File: src/rtl/nfr_pkg.sv
// Package: word format, status codes and register indexes for the fifth-root unit.
`default_nettype none
package nfr_pkg;
   localparam int WORD_BITS = 32;
   localparam int FRAC_BITS = 16;
   localparam int ITER_BITS = 6;
   localparam int ERR_BITS  = 31;
   localparam int STAT_BITS = 2;
   localparam int QUOT_BITS = WORD_BITS + FRAC_BITS;
   localparam int DIV_STEPS = WORD_BITS + FRAC_BITS;
   localparam int DCNT_BITS = $clog2(DIV_STEPS + 1);

   typedef logic signed [WORD_BITS-1:0] word_type;
   typedef logic [WORD_BITS-1:0]        mag_type;

   localparam logic [STAT_BITS-1:0] STAT_CONVERGED = 2'd0;
   localparam logic [STAT_BITS-1:0] STAT_LIMIT     = 2'd1;
   localparam logic [STAT_BITS-1:0] STAT_ZERO_DER  = 2'd2;

   localparam logic [0:0] REG_ITER_LIMIT = 1'b0;
   localparam logic [0:0] REG_ERR_BOUND  = 1'b1;

   localparam logic [ITER_BITS-1:0] ITER_LIMIT_RESET = 6'd20;
   localparam logic [ERR_BITS-1:0]  ERR_BOUND_RESET  = 31'd655;

   localparam mag_type POS_MAX = {1'b0, {(WORD_BITS-1){1'b1}}};

   // saturate a sign and a wide magnitude to the word range
   function automatic word_type sat_word(input logic neg, input logic [2*WORD_BITS-1:0] mag);
      logic [2*WORD_BITS-1:0] lim;
      lim = {{WORD_BITS{1'b0}}, POS_MAX} + {{(2*WORD_BITS-1){1'b0}}, neg};
      if (mag > lim) mag = lim;
      sat_word = neg ? word_type'(-mag[WORD_BITS-1:0]) : word_type'(mag[WORD_BITS-1:0]);
   endfunction

   // saturating subtraction a - b
   function automatic word_type sat_sub(input word_type a, input word_type b);
      logic signed [WORD_BITS:0] d;
      d = {a[WORD_BITS-1], a} - {b[WORD_BITS-1], b};
      if (d[WORD_BITS] != d[WORD_BITS-1])
         sat_sub = d[WORD_BITS] ? {1'b1, {(WORD_BITS-1){1'b0}}} : word_type'(POS_MAX);
      else
         sat_sub = word_type'(d[WORD_BITS-1:0]);
   endfunction

   function automatic mag_type mag_of(input word_type v);
      mag_of = v[WORD_BITS-1] ? mag_type'(-v) : mag_type'(v);
   endfunction
endpackage
`default_nettype wire

File: src/rtl/nfr_divider.sv
// Restoring divider: quotient floor(|n|*2^F/|d|), one bit a cycle, signed and saturated.
`default_nettype none
module nfr_divider (
   input  wire logic             clock,
   input  wire logic             reset,
   input  wire logic             start,
   input  wire nfr_pkg::word_type num,
   input  wire nfr_pkg::word_type den,
   output logic                  done,
   output nfr_pkg::word_type     quot
);
   import nfr_pkg::*;

   logic [WORD_BITS:0]     rem_ff, rem_in;
   logic [QUOT_BITS-1:0]   q_ff, q_in;
   logic [QUOT_BITS-1:0]   sh_ff, sh_in;
   mag_type                md_ff, md_in;
   logic                   neg_ff, neg_in;
   logic [DCNT_BITS-1:0]   cnt_ff, cnt_in;
   logic                   busy_ff, busy_in;
   logic                   done_ff, done_in;
   logic [WORD_BITS:0]     trial;

   assign trial = {rem_ff[WORD_BITS-1:0], sh_ff[QUOT_BITS-1]};

   // one quotient bit a cycle
   always_comb begin
      rem_in = rem_ff; q_in = q_ff; sh_in = sh_ff; md_in = md_ff; neg_in = neg_ff;
      cnt_in = cnt_ff; busy_in = busy_ff; done_in = 1'b0;
      if (start) begin
         rem_in  = '0;
         q_in    = '0;
         sh_in   = {mag_of(num), {FRAC_BITS{1'b0}}};
         md_in   = mag_of(den);
         neg_in  = num[WORD_BITS-1] ^ den[WORD_BITS-1];
         cnt_in  = DCNT_BITS'(DIV_STEPS);
         busy_in = 1'b1;
      end else if (busy_ff) begin
         sh_in = sh_ff << 1;
         if (trial >= {1'b0, md_ff}) begin
            rem_in = trial - {1'b0, md_ff};
            q_in   = {q_ff[QUOT_BITS-2:0], 1'b1};
         end else begin
            rem_in = trial;
            q_in   = {q_ff[QUOT_BITS-2:0], 1'b0};
         end
         cnt_in = cnt_ff - 1'b1;
         if (cnt_ff == DCNT_BITS'(1)) begin
            busy_in = 1'b0;
            done_in = 1'b1;
         end
      end
   end

   always_ff @(posedge clock) begin
      rem_ff <= rem_in; q_ff <= q_in; sh_ff <= sh_in; md_ff <= md_in; neg_ff <= neg_in;
      cnt_ff <= cnt_in;
      if (reset) begin
         busy_ff <= 1'b0;
         done_ff <= 1'b0;
      end else begin
         busy_ff <= busy_in;
         done_ff <= done_in;
      end
   end

   assign done = done_ff;
   assign quot = sat_word(neg_ff, {{(2*WORD_BITS-QUOT_BITS){1'b0}}, q_ff});
endmodule
`default_nettype wire

File: src/rtl/newton_fifth_root_unit.sv
// Top level: Newton-Raphson fifth root with a shared multiplier and divider.
// Per iteration: x^2, x^4 and x^5 - target with the multiplier, the error over 100, a check,
// then the divide by 5*x^4 and the root update; up to limit+1 iterations an item.
// Throughput: one item at a time; req_tready is low from acceptance until
// the result transfer. Set by the serial divider (48 steps) and iteration count.
// Reset: synchronous; registers return to limit 20 and bound 655, sequencer idle.
`default_nettype none
module newton_fifth_root_unit (
   input  wire logic        clock,
   input  wire logic        reset,
   input  wire logic        req_tvalid,
   output logic             req_tready,
   input  wire logic [63:0] req_tdata,   // target_value[31:0], initial_guess[63:32]
   output logic             rsp_tvalid,
   input  wire logic        rsp_tready,
   output logic [71:0]      rsp_tdata,   // root_estimate[31:0], iterations_used[37:32],
                                         // final_error[68:38], status[70:69], zero pad
   input  wire logic        csr_psel,
   input  wire logic        csr_penable,
   input  wire logic        csr_pwrite,
   input  wire logic [2:0]  csr_paddr,
   input  wire logic [31:0] csr_pwdata,
   output logic [31:0]      csr_prdata,
   output logic             csr_pready
);
   import nfr_pkg::*;

   localparam logic [3:0] ST_IDLE = 4'd0, ST_X2 = 4'd1, ST_X4 = 4'd2, ST_X5 = 4'd3,
                          ST_ERR = 4'd4, ST_CHK = 4'd5, ST_DIV = 4'd6, ST_WAIT = 4'd7,
                          ST_OUT = 4'd8;

   // divide by 100 as multiply by ceil(2^37/100) and shift right by 37
   localparam logic [WORD_BITS-1:0] RECIP_100   = 32'h51EB_851F;
   localparam int                   RECIP_SHIFT = 37;

   logic [3:0]           st_ff, st_in;
   logic [ITER_BITS-1:0] lim_ff;
   logic [ERR_BITS-1:0]  bnd_ff;
   word_type             c_ff, x_ff, x2_ff, x4_ff, f_ff, x_in, x2_in, x4_in, f_in;
   logic [ITER_BITS-1:0] it_ff, it_in;
   logic [WORD_BITS-1:0] err_ff, err_in;
   logic [STAT_BITS-1:0] stat_ff, stat_in;
   logic                 ovalid_ff, ovalid_in;
   word_type             ma, mb, mres, quot, dval;
   logic [2*WORD_BITS-1:0] prod;
   logic [2*WORD_BITS-1:0] eprod;
   logic                 div_start, div_done, wr;
   logic [WORD_BITS+2:0] d5;

   // shared multiplier, product truncated toward zero then saturated
   assign prod = 64'(mag_of(ma)) * 64'(mag_of(mb));
   assign mres = sat_word(ma[WORD_BITS-1] ^ mb[WORD_BITS-1], prod >> FRAC_BITS);
   assign d5   = {3'b0, mag_of(x4_ff)} * 35'd5;
   assign dval = sat_word(x4_ff[WORD_BITS-1], {{(WORD_BITS-3){1'b0}}, d5});

   // error magnitude over 100 by reciprocal multiplication
   assign eprod = 64'(mag_of(f_ff)) * 64'(RECIP_100);

   nfr_divider u_div (.clock(clock), .reset(reset), .start(div_start), .num(f_ff),
                      .den(dval), .done(div_done), .quot(quot));

   always_comb begin
      st_in = st_ff; x_in = x_ff; x2_in = x2_ff; x4_in = x4_ff; f_in = f_ff;
      it_in = it_ff; err_in = err_ff; stat_in = stat_ff; ovalid_in = ovalid_ff;
      div_start = 1'b0;
      ma = x_ff; mb = x_ff;
      unique case (st_ff)
         ST_IDLE: if (req_tvalid) begin
            x_in = req_tdata[63:32]; it_in = '0; st_in = ST_X2;
         end
         ST_X2: begin x2_in = mres; st_in = ST_X4; end
         ST_X4: begin ma = x2_ff; mb = x2_ff; x4_in = mres; st_in = ST_X5; end
         ST_X5: begin ma = x4_ff; f_in = sat_sub(mres, c_ff); st_in = ST_ERR; end
         ST_ERR: begin err_in = WORD_BITS'(eprod >> RECIP_SHIFT); st_in = ST_CHK; end
         ST_CHK: begin
            if (err_ff <= {1'b0, bnd_ff}) begin
               stat_in = STAT_CONVERGED; st_in = ST_OUT;
            end else if (dval == '0) begin
               stat_in = STAT_ZERO_DER; st_in = ST_OUT;
            end else begin
               div_start = 1'b1; st_in = ST_DIV;
            end
         end
         ST_DIV: if (div_done) begin
            x_in = sat_sub(x_ff, quot);
            if (it_ff == lim_ff) begin
               stat_in = STAT_LIMIT; st_in = ST_OUT;
            end else begin
               it_in = it_ff + 1'b1; st_in = ST_X2;
            end
         end
         ST_OUT: begin ovalid_in = 1'b1; st_in = ST_WAIT; end
         ST_WAIT: if (rsp_tready) begin ovalid_in = 1'b0; st_in = ST_IDLE; end
         default: st_in = ST_IDLE;
      endcase
   end

   assign wr = csr_psel & csr_penable & csr_pwrite;

   always_ff @(posedge clock) begin
      x_ff <= x_in; x2_ff <= x2_in; x4_ff <= x4_in; f_ff <= f_in;
      it_ff <= it_in; err_ff <= err_in; stat_ff <= stat_in;
      if (st_ff == ST_IDLE && req_tvalid) c_ff <= req_tdata[31:0];
      if (reset) begin
         st_ff <= ST_IDLE; ovalid_ff <= 1'b0;
         lim_ff <= ITER_LIMIT_RESET; bnd_ff <= ERR_BOUND_RESET;
      end else begin
         st_ff <= st_in; ovalid_ff <= ovalid_in;
         if (wr && csr_paddr[2] == REG_ITER_LIMIT && csr_paddr[1:0] == 2'b00)
            lim_ff <= csr_pwdata[ITER_BITS-1:0];
         if (wr && csr_paddr[2] == REG_ERR_BOUND && csr_paddr[1:0] == 2'b00)
            bnd_ff <= csr_pwdata[ERR_BITS-1:0];
      end
   end

   always_comb begin
      unique case (csr_paddr[2])
         REG_ITER_LIMIT: csr_prdata = {26'b0, lim_ff};
         default:        csr_prdata = {1'b0, bnd_ff};
      endcase
   end
   assign csr_pready = 1'b1;

   assign req_tready = (st_ff == ST_IDLE);
   assign rsp_tvalid = ovalid_ff;
   assign rsp_tdata  = {1'b0, stat_ff, err_ff[ERR_BITS-1:0], it_ff, x_ff};

   // a result is only offered while the sequencer waits for its transfer
   a_out_wait: assert property (@(posedge clock) disable iff (reset)
      rsp_tvalid |-> st_ff == ST_WAIT) else $error("result shown outside wait");
   // no input is taken while a result is pending
   a_no_overlap: assert property (@(posedge clock) disable iff (reset)
      rsp_tvalid |-> !req_tready) else $error("input ready with result pending");
   // checks that the iteration index at the check state has not passed the limit
   a_iter: assert property (@(posedge clock) disable iff (reset)
      (st_ff == ST_CHK) |-> it_ff <= lim_ff) else $error("iteration past limit");
endmodule
`default_nettype wire
File: config.mk
export PLATFORM = sky130hd
export DESIGN_NAME = newton_fifth_root_unit
export DESIGN_NICKNAME = d
export VERILOG_FILES = /design/src/rtl/nfr_pkg.sv /design/src/rtl/nfr_divider.sv /design/src/rtl/newton_fifth_root_unit.sv
export SDC_FILE = /design/constraint.sdc
export NUM_CORES = 2
export LEC_CHECK = 0
export BUFFER_PORTS_ARGS = -buffer_cell sky130_fd_sc_hd__buf_4
export CAP_MARGIN = 20
export CELL_PAD_IN_SITES_DETAIL_PLACEMENT = 0
export CELL_PAD_IN_SITES_GLOBAL_PLACEMENT = 2
export CORE_MARGIN = 2
export CORE_UTILIZATION = 42
export CTS_CLUSTER_DIAMETER = 50
export DETAILED_ROUTE_END_ITERATION = 10
export PLACE_DENSITY = 0.87
export SETUP_SLACK_MARGIN = 0.5
export SYNTH_ARGS = -nofsm -noshare
export SYNTH_HDL_FRONTEND = slang
export SYNTH_SLANG_ARGS = --single-unit
export TNS_END_PERCENT = 1
File: constraint.sdc
create_clock -name clock -period 24.6 [get_ports clock]
set_clock_uncertainty 0.05 [all_clocks]
set_input_delay 0 -clock clock [delete_from_list [all_inputs] [get_ports clock]]
set_output_delay 0 -clock clock [all_outputs]
set_load 0.02 [all_outputs]
; Word-level counts from Yosys, hierarchy flattened
; Index checks and enable logic that the tools add are counted.
[classes]
add_sub_neg = 16
multipliers = 3
order_cmp = 5
n_eq_ne = 18
n_mux = 50
bitwise = 6
reduce_logical = 18
[op_table]
columns = op, count
row1 = $mux W32, 18
row2 = $neg A32 Y32, 8
row3 = $pmux W32 S2, 2
row4 = $add A31 B1 Y32 const A, 3
row5 = $gt A48 B32 Y1, 2
row6 = $mux W48, 2
row7 = $sub A32 B32 Y33, 2
row8 = $mul A32 B32 Y64, 1
row9 = $mul A32 B31 Y63 const B, 1
row10 = $mux W31, 2
row11 = $pmux W4 S9, 1
row12 = $gt A35 B32 Y1, 1
row13 = $mul A32 B3 Y35 const B, 1
row14 = $ge A33 B32 Y1, 1
row15 = $logic_not A32 Y1, 1
row16 = $sub A32 B32 Y32, 1
row17 = $le A26 B31 Y1, 1
row18 = $mux W4, 6
row19 = $mux W6, 3
row20 = $eq A4 B3 Y1 const B, 4
row21 = $pmux W6 S2, 1
row22 = $mux W1, 9
row23 = $eq A4 B2 Y1 const B, 2
row24 = $mux W2, 4
row25 = 23 further kinds, 39
[totals]
register_bits = 389
wordCells = 137

; Depth between registers and ports, before layout
[depth]
ltp_word = 12
depth_mapped = 93
depth_no_buf = 86

; Hierarchy
; Synthesis repeated with hierarchy kept, for this count alone.
[hier_totals]
cells_unflattened = 9198
hier_area_um2 = 81604.5
[by_module_without_submodules]
columns = module, instances, cells_each, area_each_um2, seq_area_each_um2
row1 = newton_fifth_root_unit, 1, 8001, 71202.0, 6666.4
row2 = nfr_divider, 1, 1197, 10402.5, 3713.6

; Worst setup path after synthesis
; Ideal clock, no wire load.
[synth_path]
kind = reg-to-reg
from = register st_ff[0]
to = register f_ff[20], data pin
arrival_time_ps = 19161
required_ps = 24278
path_slack_ps = 5118
stages_incl_launch_ff = 85
cell_sequence = dfxtp_1 -> clkbuf_1 -> nor2b_1 -> nand2_1 -> inv_1 -> buf_2 -> buf_1 -> buf_1 -> clkbuf_1 -> clkbuf_1 -> buf_1 -> mux2i_1 -> xor2_1 -> clkbuf_1 -> nor2_1 -> fa_1 -> fa_1 -> fa_1 -> (+49 left out) -> ha_1 -> a21o_1 -> nor3_1 -> nand2_1 -> a21oi_1 -> o211ai_1 -> a41o_1 -> a2111oi_0 -> o41ai_1 -> a21o_1 -> a21oi_1 -> o21bai_1 -> a21oi_1 -> o211a_1 -> a31oi_1 -> nor2_1 -> clkbuf_1 -> o21ai_0
[synth_between]
elab_chain_cells = 12
word_cells_on_any_way = 19
[synth_lines]
columns = element, line
row1 = from (decl), newton_fifth_root_unit.sv:36  ; logic [3:0] st_ff, st_in;
row2 = from (signal assigned), newton_fifth_root_unit.sv:108  ; st_ff <= st_in; ovalid_ff <= ovalid_in;
row3 = $eq A4 B2 Y1, newton_fifth_root_unit.sv:67  ; unique case (st_ff)
row4 = $pmux W32 S2 / $mux W32 (equally long branches), newton_fifth_root_unit.sv:67
row5 = $neg A32 Y32, nfr_pkg.sv:47  ; mag_of = v[WORD_BITS-1] ? mag_type'(-v) : mag_type'(v);
row6 = $mux W32, nfr_pkg.sv:47
row7 = $mul A32 B32 Y64, newton_fifth_root_unit.sv:51  ; assign prod = 64'(mag_of(ma)) * 64'(mag_of(mb));
row8 = $gt A48 B32 Y1, nfr_pkg.sv:32  ; if (mag > lim) mag = lim;
row9 = $mux W32, nfr_pkg.sv:32
row10 = $neg A32 Y32, nfr_pkg.sv:33  ; sat_word = neg ? word_type'(-mag[WORD_BITS-1:0]) : word_type'(mag[WORD_BITS-1:0]);
row11 = $mux W32 *, nfr_pkg.sv:33
row12 = via mres[10], newton_fifth_root_unit.sv:44  ; word_type ma, mb, mres, quot, dval;
row13 = $sub A32 B32 Y33 *, nfr_pkg.sv:39  ; d = {a[WORD_BITS-1], a} - {b[WORD_BITS-1], b};
row14 = $mux W32 / $ne A1 B1 Y1 (equally long branches), "nfr_pkg.sv:41, nfr_pkg.sv:40"
row15 = $mux W32 *, nfr_pkg.sv:40  ; if (d[WORD_BITS] != d[WORD_BITS-1])
row16 = to (signal assigned), newton_fifth_root_unit.sv:101  ; x_ff <= x_in; x2_ff <= x2_in; x4_ff <= x4_in; f_ff <= f_in;
row17 = to (decl), newton_fifth_root_unit.sv:39  ; word_type c_ff, x_ff, x2_ff, x4_ff, f_ff, x_in, x2_in, x4_in, f_in;
; Mark *: on every way through the listed nets, which the timed path passes. The rest lies on a longest branch.
; A chain may end at the register's enable or synchronous reset.

; Final worst setup path
[layout_path]
from = register st_ff[1]
to = register f_ff[17], data pin
; The elaborated chain is that of the path after synthesis.

==> results.txt <==
Worst slew pin tran -> 1.149 ns
Syn_area_per_cell -> 8.963 um2
Initial antenna violation count -> 4
Total Negative Setup Slacks -> 0 ns
CP startpoint kind -> flop
Synthesized area -> 0.07924 mm2
Final worst slack -> 2.080 ns
Worst EP required -> 24.91 ns
Detailed placement HPWL -> 215,000 um
Routed WL -> 261,800 um
Hold WS -> 0.03088 ns
Global route overflow -> 0
Fin crit share -> 91.54%
Root Driver -> clkbuf_16
Vias in the first global route -> 65,900
Slowest CP cell -> or3b_2
Post-DR vias/cell -> 5.447
Post-synth EDFFs -> 259
Setup WS pre-CTS -> 1.786 ns
FP Rows -> 159
Layout Nets -> 11,440
Global-route wire length before repair -> 401,300 um
Hold Fails Final Rpt -> 0
Port Buffer Count -> 203
Post-synth cell types -> 93
CP peak stage delay -> 0.83 ns
Synthesized flop and latch total -> 389
Setup-failing EPs final -> 0
Die height -> 438.4 um
Gate Count Post-Synth -> 8,841
WL/cell -> 22.46 um
Synth-to-Final Area Change -> 11.39%
CTS H-tree lvls -> 2
Crit path max fanout -> 56
GP Congestion -> 0.9584
Synth warn -> 0
Slew Limit Fails -> 0
Most numerous cell in the Yosys netlist -> inv_1
Layout cell share with drive strength beyond 1 -> 6.825%
CTS buffer count -> 59
CP Capture Type -> flop
Max_cap viols -> 0
Crit-path most repeated cell -> a21oi_1
Clk_lat worst skew -> 0.69 ns
Die width -> 438.4 um
Clock buffer depth -> 3
Unrepaired setup endpoints after global routing -> false
1st-iter DRT viols -> 4,540
Outcome -> completed
CP Class -> reg2reg
Post-CTS setup buffers -> 0
Most used DFF post-synth -> edfxtp_1
Fillers -> 17,960
Post-synth ARST share -> 0%
Share of the synthesized area in the top cell type -> 32.54%
Die ar. -> 0.1922 mm2
Final non-filler cell total -> 11,650
ANT nets after route -> 0
Core area -> 0.1876 mm2
GR Util All Layers -> 27.34%
HP Class -> in2reg
Sink Count -> 389
WP data arrival -> 22.83 ns
Ports -> 213
DP Cell Count -> 11,400
Main area contributors after synthesis -> fa_1, ha_1, edfxtp_1
Drt pass-1 iters -> 5
Reg clk slew, reported paths -> 0.06 ns
Largest net degree at the start of global routing -> 80
Register area share after synthesis -> 13.10%
Slew Limit Headroom -> 23.22%
Post-synth top cells -> inv_1, fa_1, ha_1
Tmin final -> 22.52 ns
Initial Util -> 42.24%
Peak Freq -> 44.41 MHz
DR DRC count -> 0
Vias -> 63,480
TritonCTS clock tree -> built
Area leader, netlist -> fa_1
==> per-layer routing <==
metal,GRT usage (%),wire (um),up-vias
met4,10.56,12150,4
met1,35.84,110500,32080
met3,3.575,15210,447
met5,0,25,-
li1,-,-,29010
met2,45.87,123900,1946
==> logic make-up after synthesis <==
kind of cell    Yosys count  share of synthesized area [%]
compound gates         1286                          10.31
xor+xnor                362                          4.001
fa+ha+maj              2241                          47.55
buf+inv                1973                          9.427
flops                   389                          13.10
mux                     148                          1.898
other cells               2                       0.009477
simple gates           2440                          13.70
==> worst max-delay path, delay by kind of cell, from the launching register on <==
kind,cells,cell delay (ns)
buffers and inverters,9,1.85
and+or+nand+nor,24,5.05
adders and majority gates,12,5.54
DFF,1,0.57
xor gates and xnor gates,2,0.98
AOI/OAI and AO/OA,32,8.04
==> what timing repair did <==
| action | CTS | global route |
|---|---|---|
| hold buffers | 135 | 0 |
| resized for setup | 0 | 10 |
| setup endpoints to repair | 0 | 28 |
| endpoints found under the hold margin | 108 | 0 |
==> placed cells by master, fill, tap and decap left out, types with 94 or more instances in the layout <==
| cell | n |
|---|---|
| edfxtp_1 | 259 |
| nand2_1 | 822 |
| xor2_1 | 121 |
| a21o_1 | 143 |
| dlygate4sd3_1 | 135 |
| a21oi_1 | 369 |
| fa_1 | 1288 |
| mux2i_1 | 139 |
| nand3_1 | 94 |
| nor2_1 | 912 |
| inv_1 | 1644 |
| nor3_1 | 114 |
| dfxtp_1 | 128 |
| ha_1 | 941 |
| xnor2_1 | 184 |
| buf_4 | 383 |
| o21ai_0 | 318 |
==> worst paths after layout <==
kind,startpoint,endpoint,slack [ns],depth (start not counted)
max,st_ff[1],f_ff[17],2.08,79
min,req_tdata[11],c_ff[11],0.03,2
max reg2reg,st_ff[1],f_ff[17],2.08,79
min reg2reg,bnd_ff[26],bnd_ff[26],0.42,2
==> registers in the layout (all words and copies together) (netlist names) <==
name / cells
stat_ff: 2
u_div.rem_ff: 32
u_div.q_ff: 48
u_div.cnt_ff: 6
u_div.neg_ff: 1
u_div.md_ff: 32
u_div.done: 1
x2_ff: 32
rsp_tvalid: 1
u_div.busy_ff: 1
it_ff: 6
x_ff: 32
st_ff: 4
err_ff: 26
f_ff: 32
u_div.sh_ff: 32
bnd_ff: 31
c_ff: 32
lim_ff: 6
x4_ff: 32
==> stage by stage <==
step                      utilization [%]  instance area, um2
after CTS                           47.00               88170
after global placement              45.11               84640
after detailed placement            45.13               84660
final                               47.05               88260
after floorplan                         -               79260
after global routing                47.05               88260
==> final cells by class <==
type                            count  area [um2]  share of cell area, %
Clock buffer                       63        1521                  1.724
Clock inverter                     48       636.9                 0.7215
Multi-Input combinational cell   6486       62120                  70.39
Tap cell                         2495        3122                  3.537
Timing Repair Buffer              523        4282                  4.851
Inverter                         1648        6187                  7.010
Sequential cell                   389       10390                  11.77
Antenna cell                        2       5.005               0.005670
Power is not shown: default switching activity piles up to over one toggle a cycle in this logic, so the estimate is an artifact.
